`src/sdff_pkg.sv`:
```
package sdff_pkg;

  localparam int VALUE_W    = 32;
  localparam int WIDTH_W    = 6;
  localparam int PREC_W     = 7;
  localparam int CHAR_W     = 8;
  localparam int DIGIT_W    = 4;
  localparam int NUM_DIGITS = 10;
  localparam int ND_W       = $clog2(NUM_DIGITS + 1);
  localparam int BIT_CNT_W  = $clog2(VALUE_W);

  localparam logic [CHAR_W-1:0] CH_ZERO  = 8'h30;
  localparam logic [CHAR_W-1:0] CH_SPACE = 8'h20;
  localparam logic [CHAR_W-1:0] CH_MINUS = 8'h2D;
  localparam logic [CHAR_W-1:0] CH_PLUS  = 8'h2B;

  localparam logic [DIGIT_W-1:0] BCD_ADJ_MIN = 4'd5;
  localparam logic [DIGIT_W-1:0] BCD_ADJ     = 4'd3;

  typedef enum logic [1:0] {
    SEL_SPACE,
    SEL_SIGN,
    SEL_DIGIT
  } char_sel_t;

  typedef enum logic {
    CNT_PAD,
    CNT_LEN
  } cnt_sel_t;

  typedef struct packed {
    logic      load;
    logic      conv;
    logic      size;
    logic      cnt_load;
    cnt_sel_t  cnt_sel;
    logic      cnt_dec;
    logic      push;
    char_sel_t char_sel;
    logic      last;
  } sdff_cmd_t;

  typedef struct packed {
    logic conv_done;
    logic cnt_one;
    logic lpad_en;
    logic sign_en;
    logic body_en;
    logic rpad_en;
    logic out_free;
  } sdff_sts_t;

endpackage

```
`src/sdff_ctrl.sv`:
```
module sdff_ctrl import sdff_pkg::*; (
  input  logic      clk,
  input  logic      rst,
  input  logic      in_valid,
  output logic      in_ready,
  input  sdff_sts_t sts,
  output sdff_cmd_t cmd
);

  typedef enum logic [7:0] {
    S_IDLE  = 8'b0000_0001,
    S_CONV  = 8'b0000_0010,
    S_SIZE  = 8'b0000_0100,
    S_START = 8'b0000_1000,
    S_LPAD  = 8'b0001_0000,
    S_SIGN  = 8'b0010_0000,
    S_BODY  = 8'b0100_0000,
    S_RPAD  = 8'b1000_0000
  } state_t;

  state_t     state;
  state_t     state_next;
  state_t     goto;
  logic [3:0] en;
  logic [3:0] mask;
  logic       advance;

  function automatic state_t pick_phase(input logic [3:0] sel);
    state_t nxt;
    priority if (sel[0]) begin
      nxt = S_LPAD;
    end else if (sel[1]) begin
      nxt = S_SIGN;
    end else if (sel[2]) begin
      nxt = S_BODY;
    end else if (sel[3]) begin
      nxt = S_RPAD;
    end else begin
      nxt = S_IDLE;
    end
    return nxt;
  endfunction

  assign en = {sts.rpad_en, sts.body_en, sts.sign_en, sts.lpad_en};

  always_comb begin
    cmd        = '0;
    state_next = state;
    in_ready   = 1'b0;
    mask       = 4'b0000;
    advance    = 1'b0;
    unique case (state)
      S_IDLE: begin
        in_ready = 1'b1;
        if (in_valid) begin
          cmd.load   = 1'b1;
          state_next = S_CONV;
        end
      end
      S_CONV: begin
        cmd.conv = 1'b1;
        if (sts.conv_done) begin
          state_next = S_SIZE;
        end
      end
      S_SIZE: begin
        cmd.size   = 1'b1;
        state_next = S_START;
      end
      S_START: begin
        mask    = 4'b1111;
        advance = 1'b1;
      end
      S_LPAD: begin
        if (sts.out_free) begin
          cmd.push     = 1'b1;
          cmd.char_sel = SEL_SPACE;
          cmd.cnt_dec  = 1'b1;
          mask         = 4'b1110;
          advance      = sts.cnt_one;
        end
      end
      S_SIGN: begin
        if (sts.out_free) begin
          cmd.push     = 1'b1;
          cmd.char_sel = SEL_SIGN;
          mask         = 4'b1100;
          advance      = 1'b1;
        end
      end
      S_BODY: begin
        if (sts.out_free) begin
          cmd.push     = 1'b1;
          cmd.char_sel = SEL_DIGIT;
          cmd.cnt_dec  = 1'b1;
          mask         = 4'b1000;
          advance      = sts.cnt_one;
        end
      end
      S_RPAD: begin
        if (sts.out_free) begin
          cmd.push     = 1'b1;
          cmd.char_sel = SEL_SPACE;
          cmd.cnt_dec  = 1'b1;
          mask         = 4'b0000;
          advance      = sts.cnt_one;
        end
      end
      default: begin
        state_next = S_IDLE;
      end
    endcase
    goto = pick_phase(en & mask);
    if (advance) begin
      state_next   = goto;
      cmd.cnt_load = (goto == S_LPAD) || (goto == S_RPAD) || (goto == S_BODY);
      cmd.cnt_sel  = (goto == S_BODY) ? CNT_LEN : CNT_PAD;
      cmd.last     = cmd.push && (goto == S_IDLE);
    end
  end

  always_ff @(posedge clk) begin
    if (rst) begin
      state <= S_IDLE;
    end else begin
      state <= state_next;
    end
  end

endmodule

```
`config.mk`:
```
export PLATFORM = sky130hd
export DESIGN_NAME = sdff_ctrl
export DESIGN_NICKNAME = d
export VERILOG_FILES = /design/src/sdff_pkg.sv /design/src/sdff_ctrl.sv
export SDC_FILE = /design/constraint.sdc
export NUM_CORES = 1
export LEC_CHECK = 0
export BUFFER_PORTS_ARGS = -buffer_cell sky130_fd_sc_hd__buf_2
export CAP_MARGIN = 20
export CORE_MARGIN = 4
export CORE_UTILIZATION = 35
export DETAILED_ROUTE_END_ITERATION = 8
export PLACE_DENSITY = 0.69
export REMOVE_ABC_BUFFERS = 1
export SLEW_MARGIN = 15
export SYNTH_ARGS = -nofsm -noshare
export SYNTH_HDL_FRONTEND = slang
export SYNTH_SLANG_ARGS = --single-unit
```
`constraint.sdc`:
```
create_clock -name clk -period 5.4 [get_ports clk]
set_input_delay 0.27 -clock clk [delete_from_list [all_inputs] [get_ports clk]]
set_output_delay 0.27 -clock clk [all_outputs]
set_load 0.05 [all_outputs]
```
# Word level (Yosys, flattened, before mapping)
# Index checks and enable logic that the tools add are counted.
[word_totals]
elab_cells = 50
register_bits = 8
in_bits = 10
[op_classes]
n_bitwise = 1
eq_ne = 15
n_reduce_logical = 7
n_mux = 26
[op_table]
columns = ["operator", "count"]
rows = [
  ["2-to-1 mux 8 bit", 7],
  ["case mux 8 bit (4 select lines)", 1],
  ["== test 8 x 1 -> 1 bit, second input constant", 2],
  ["== test 8 x 5 -> 1 bit, second input constant", 2],
  ["== test 8 x 7 -> 1 bit, second input constant", 2],
  ["== test 8 bit, second input constant", 2],
  ["case mux 4 bit (4 select lines)", 1],
  ["2-to-1 mux 4 bit", 3],
  ["2-to-1 mux 1 bit", 9],
  ["case mux 3 bit (3 select lines)", 1],
  ["== test 8 x 2 -> 1 bit, second input constant", 1],
  ["== test 8 x 3 -> 1 bit, second input constant", 1],
  ["== test 8 x 4 -> 1 bit, second input constant", 1],
  ["== test 8 x 6 -> 1 bit, second input constant", 1],
  ["!= test 3 bit, second input constant", 2],
  ["OR reduction 5 bit", 1],
  ["bitwise AND 4 bit", 1],
  ["2-to-1 mux 3 bit", 1],
  ["case mux 1 bit (3 select lines)", 1],
  ["AND reduction 3 bit", 1],
  ["OR reduction 3 bit", 1],
  ["logical OR 1 bit", 2],
  ["2-to-1 mux 2 bit", 1],
  ["!= test 2 x 1 -> 1 bit, second input constant", 1],
  ["3 further kinds", 3],
]

# Logic depth before layout (Yosys ltp)
# Gate-level depths: netlist of the first run.
[depth]
depth_word = 11
ltp_mapped = 6
ltp_nobuf = 5

# Least setup slack after synthesis of the first run
# OpenSTA, ideal clock, no wires.
[synth_path]
path_type = "register to output"
from = "register state[0]"
to = "output cmd[0] in the netlist's numbering"
setup_slack_ns = 2.215
required_ns = 5.130
n_path_buf = 1
stages_incl_launch_ff = 6
t_arrival_ns = 2.915
cell_sequence = "dfxtp_1 buf_8 or4_4 nor3_1 or2_2 and3_2"
[synth_rtl]
columns = ["item", "line_no", "source"]
rows = [
  ["from (decl)", "sdff_ctrl.sv:21", "state_t state;"],
  ["from (signal assigned)", "sdff_ctrl.sv:126", "state <= state_next;"],
  ["to (decl)", "sdff_ctrl.sv:7", "output sdff_cmd_t cmd"],
]

==> results of run 1 <==
## per-layer routing
layer / global-route usage (%) / vias to the layer above / part of all wire (%) / wire [um]
met3: 1.84 / 2 / 5.9 / 129
met2: 23.8 / 33 / 50 / 1100
met4: 5.42 / 0 / 0.86 / 19
met5: 0 / - / 0 / 0
met1: 16.8 / 422 / 43 / 954
li1: - / 442 / - / -
## synth_stat cells, types with 3 or more instances
library cell and instances:
a21oi_1 3, and4b_1 3, buf_2 3, dfxtp_1 8, inv_1 3, nand2_1 5
nand2b_1 5, nand3_1 3, nor2_1 8, nor2b_1 3, nor3_1 3, nor4_1 3
nor4b_1 3, o21ai_0 4, xor2_1 3
## area by class of cell
class                   instances  area [sq um]  share of cell area, %
clock buffers                   3          22.5                   2.40
multi-input cells              86           609                   64.9
well taps                      28          35.0                   3.73
repair buffers                 20           100                   10.7
flip-flops and latches          8           160                   17.1
inverters                       3          11.3                   1.20
## per-stage QoR
step / setup WS (ns) / instances / utilization, %
global route: 2.51 / 148 / 42.0
global placement: 3.03 / 145 / 41.0
finish: 2.67 / 148 / 42.0
CTS: 2.69 / 148 / 42.0
detailed placement: 2.98 / 145 / 41.0
floorplan: 2.20 / 97 / -
## power by group through the flow
stage	Combinational, mW	Sequential (mW)	Clock [mW]
after detailed placement	0.0645	0.0727	0
after global routing	0.0710	0.0726	0.0498
after CTS	0.0649	0.0714	0.0460
after global placement	0.0644	0.0720	0
final	0.0651	0.0717	0.0432
after floorplan	0.0497	0.0704	0
## kinds of logic after synthesis
kind of cell,synth area share [%]
xor+xnor,4.22
flops,19.3
simple gates,44.0
compound gates,25.2
buf+inv,7.24
## path summary, 6_finish.rpt
kind                                       startpoint                    end  slack [ns]  cells after the start
worst max-delay path            state[3]$_SDFFE_PP0P_                 cmd[5]        2.67                      6
worst min-delay path                              rst  state[4]$_SDFFE_PP0P_        0.27                      2
worst max register to register  state[1]$_SDFFE_PP0P_  state[0]$_SDFFE_PP1P_        3.15                      5
worst min register to register  state[1]$_SDFFE_PP0P_  state[1]$_SDFFE_PP0P_        0.67                      2
==> flow_metrics.py, run 1 <==
metrics = {
    "synth": {
        "yosys.area.top_type_share_pct": 19.3,
        "synth_flop_cell": "dfxtp_1",
        "synth_edf_count": 0,
        "syn-cell-area_sq_um": 830,
        "synth_top_area_cell": "dfxtp_1",
        "synth_area_leaders": "dfxtp_1 19%, nand2b_1 3.8%, and4b_1 3.6%",
        "ys_ff_latch": 8,
        "ys_seq_area_share_pct": 19.3,
        "async_flop_share_pct": 0,
        "synth_cell_type_count": 49,
        "syn_inst": 104,
        "synth_area_per_cell_sq_um": 7.98,
        "ys_warn_count": 0,
    },
    "drt": {
        "wl_um": 2200,
        "firstDrtPassIters": 4,
        "via_per_inst": 6.07,
        "antenna_left": 0,
        "wl_per_cell_um": 14.9,
        "num_vias": 899,
        "drc": 0,
        "first_iter_violations": 31,
    },
    "cells_and_area": {
        "synthToLayoutAreaGrowth_pct": 13.1,
        "fin_nets": 132,
        "layout_common_cells": "20 x buf_2, 8 x nor2_1, 8 x dfxtp_1",
        "diodes": 0,
        "final_common_cell": "buf_2",
        "reg.largest.list": "state (8)",
        "drive_gt1_share_pct": 28.3,
        "largest_reg_flops": 8,
        "fin_area_sq_um": 938,
        "fill_cells": 246,
        "top_register": "state",
    },
    "pwr": {
        "vdd_drop_max_uv": 228,
        "power.density_nw_per_um2": 192,
        "combPwrFrac_pct": 36.2,
        "finalPower_mw": 0.180,
        "p_leak_nw": 0.415,
        "p_sw_mw": 0.0679,
        "p_clk_share_pct": 24.0,
        "p_int_mw": 0.112,
        "pwr-share-seq_pct": 39.8,
        "swShare_pct": 37.7,
    },
    "placement": {
        "port_buffers": 20,
        "globalplace.congestion": 0.842,
        "post_dp_cell_area_sq_um": 916,
        "hpwl_um": 1670,
    },
    "die": {
        "die_height_um": 56.7,
        "start_util_pct": 37.1,
        "io-pin-count": 21,
        "dieArea_sq_um": 3210,
        "die_w_um": 56.7,
        "fp-row-count": 17,
        "core_sq_um": 2230,
    },
    "setup_path": {
        "cp_num_buf_inv": 1,
        "cp_max_fo": 14,
        "critPathSlowestCell": "nor4_1",
        "start_kind": "flop",
        "critPathTopFamily": "simple AND/OR/NAND/NOR gates",
        "endpoint_kind": "output pin",
        "path_class": "reg -> out",
        "max_stage_delay_ns": 0.63,
        "arrival_ns": 2.46,
        "critPathRequiredTime_ns": 5.13,
        "path_cells": "nor4_1, nand4b_1, o211a_1, a21oi_2, and4b_1, buf_2",
    },
    "timing": {
        "fmax_ghz": 0.366,
        "finalClockSkew_ns": 0.00101,
        "hold_violations": 0,
        "fin_setup_tns_ns": 0,
        "max_slew_margin_pct": 54.9,
        "min_period_ns": 2.73,
        "worstMarginPinSlew_ns": 0.659,
        "hold_ws_ns": 0.266,
        "drv_slew": 0,
        "rsz0062_at_grt": "false",
        "setup_viol": 0,
        "final.period_utilization_pct": 50.6,
    },
    "clocking": {
        "clkTransAtPathRegs_ns": 0.05,
        "clock_path_buffers": 2,
        "cts_root_buf": "clkbuf_4",
        "numCtsBuffers": 3,
        "cts_tree": "yes",
        "cts.sink_count": 8,
        "clock_latency_ns": 0.24,
        "cts_setup_buffers": 0,
        "hold_buffers": 0,
        "cts.repair.resized": 0,
        "cts_max_level": 1,
    },
    "global_route": {
        "grt_antenna_before_repair": 0,
        "grt_max_degree": 18,
        "grt_remaining_overflow": 0,
        "grt_pass1_vias": 808,
        "grt_pass1_wl_um": 3590,
        "track_usage_pct": 13.7,
    },
    "min_path": {
        "hold_class": "in -> reg",
    },
    "run_status": {
        "status": "completed",
    },
    "run": {
        "maxCapViolations": 0,
    },
}
Power figures use the tool's default switching activity.
==> inputs of run 2 (changes only) <==
Clock period 5.4 ns to 2.76 ns, I/O delays scaled along.
==> run 2 against run 1 <==
Die area is the same. Wire length is 1.8% lower. Worst hold slack got worse by 0.12 ns. Utilization up 0.90 points. Final area increased by 2.1%. Via count is 0.56% higher. Clock power up 98%. Sequential cell count is the same. Sequential power up 95%. Power grew 97%. Sequential share of layout area is 0.36 points lower. Non-clock buffer count up 1. Critical path type unchanged. Largest power group unchanged.
==> flow_metrics.py, run 2 (same netlist as run 1, synthesis figures left out) <==
metrics = {
    "run_status": {
        "status": "completed",
    },
    "setup_path": {
        "reg2reg_to": "state[0]$_SDFFE_PP1P_",
        "start_kind": "flop",
        "reg2reg_slack_ns": 0.59,
        "r2r_cells": 5,
        "critPathRequiredTime_ns": 2.62,
        "endpoint_kind": "output pin",
        "path_class": "reg -> out",
        "r2r-start": "state[4]$_SDFFE_PP0P_",
        "arrival_ns": 2.46,
        "cp_max_fo": 15,
    },
    "timing": {
        "max_slew_margin_pct": 58.0,
        "worstMarginPinSlew_ns": 0.614,
        "min_period_ns": 2.60,
        "hold_ws_ns": 0.142,
        "setup_viol": 0,
        "finalClockSkew_ns": 0.00688,
        "hold_violations": 0,
        "drv_slew": 0,
        "rsz0062_at_grt": "false",
        "fmax_ghz": 0.385,
        "final.period_utilization_pct": 94.1,
        "setup_ws_ns": 0.164,
    },
    "global_route": {
        "grt_max_degree": 18,
        "grt_antenna_before_repair": 0,
        "grt_pass1_wl_um": 3460,
        "grt_pass1_vias": 804,
        "grt_remaining_overflow": 0,
        "track_usage_pct": 13.4,
    },
    "cells_and_area": {
        "final_common_cell": "buf_2",
        "instances_no_fill": 149,
        "final_core_util_pct": 42.9,
        "fin_nets": 133,
        "diodes": 0,
        "drive_gt1_share_pct": 30.6,
        "layout_common_cells": "20 x buf_2, 8 x nor2_1, 8 x dfxtp_1",
        "synthToLayoutAreaGrowth_pct": 15.5,
        "reg.largest.list": "state (8)",
        "top_register": "state",
        "largest_reg_flops": 8,
    },
    "drt": {
        "antenna_left": 0,
        "num_vias": 904,
        "wl_um": 2170,
        "drc": 0,
        "firstDrtPassIters": 4,
        "first_iter_violations": 29,
        "wl_per_cell_um": 14.5,
        "via_per_inst": 6.07,
    },
    "placement": {
        "port_buffers": 20,
        "dp.cells": 146,
        "hpwl_um": 1660,
        "detailedPlace.worstSlack_ns": 0.317,
        "globalplace.congestion": 0.831,
    },
    "pwr": {
        "vdd_drop_max_uv": 352,
        "p_leak_nw": 0.424,
        "finalPower_mw": 0.354,
        "power.density_nw_per_um2": 370,
    },
    "min_path": {
        "holdPathStages": 2,
        "min_from": "rst",
        "min_to": "state[4]$_SDFFE_PP0P_",
        "hold_class": "in -> reg",
    },
    "die": {
        "fp-row-count": 17,
        "dieArea_sq_um": 3210,
        "io-pin-count": 21,
        "start_util_pct": 37.1,
        "core_sq_um": 2230,
        "die_w_um": 56.7,
        "die_height_um": 56.7,
    },
    "clocking": {
        "cts_max_level": 1,
        "numCtsBuffers": 3,
        "cts.sink_count": 8,
        "clock_path_buffers": 2,
        "cts_tree": "yes",
        "clock_latency_ns": 0.25,
        "hold_buffers": 0,
        "clkTransAtPathRegs_ns": 0.05,
        "cts_root_buf": "clkbuf_4",
    },
    "run": {
        "maxCapViolations": 0,
    },
}
## run 2: cell count changes in the layout (fill, tap and decap cells not counted)
cell,before,now
nor4_2,0,2
nor4_1,3,1
buf_4,0,1
## run 2: timing repair
| item | in CTS | in global routing |
|---|---|---|
| gates resized for setup | 0 | 2 |
| setup buffers | 0 | 0 |
| setup endpoints to repair | 0 | 2 |
## run 2: per-layer routing
| metal | vias up | part of all wire [%] | track usage [%] |
|---|---|---|---|
| li1 | 432 | - | - |
| met1 | 443 | 45 | 16.4 |
| met2 | 21 | 48 | 21.6 |
| met3 | 8 | 3.7 | 1.15 |
| met4 | 0 | 3.0 | 9.49 |
| met5 | - | 0 | 0 |
## run 2: worst max-delay path by stage
stage,start,end,slack [ns],depth (start not counted)
floorplan,state[3]$_SDFFE_PP0P_,cmd[0],-0.31,4
global placement,state[3]$_SDFFE_PP0P_,cmd[5],0.42,6
detailed placement,state[3]$_SDFFE_PP0P_,cmd[5],0.32,6
CTS,state[3]$_SDFFE_PP0P_,cmd[5],0.05,6
global route,state[5]$_SDFFE_PP0P_,cmd[5],0.05,6
finish,state[5]$_SDFFE_PP0P_,cmd[5],0.16,6
## run 2: layout make-up
type	count	area, sq um
Tap cell	28	35.0
Timing Repair Buffer	21	108
Fill cell	237	1270
Clock buffer	3	22.5
Multi-Input combinational cell	86	622
Sequential cell	8	160
Inverter	3	11.3
## run 2: critical path, cell delays in order (launching register included)
cell	delay, ns
dfxtp_1	0.66
nor4b_1	0.40
nand3_1	0.20
o211a_1	0.19
a21oi_2	0.23
and4b_1	0.26
buf_2	0.27
## run 2: power breakdown
part,switching [mW],total (mW),internal (mW)
Sequential,0.0182,0.140,0.122
Clock,0.0359,0.0854,0.0495
Combinational,0.0794,0.128,0.0488
Total,0.134,0.354,0.221
## run 2: through the flow
stage                     setup TNS (ns)  cell area [sq um]
after global routing                   0                958
after global placement                 0                923
after CTS                              0                946
after floorplan                   -0.310                781
after detailed placement               0                923
final                                  0                958
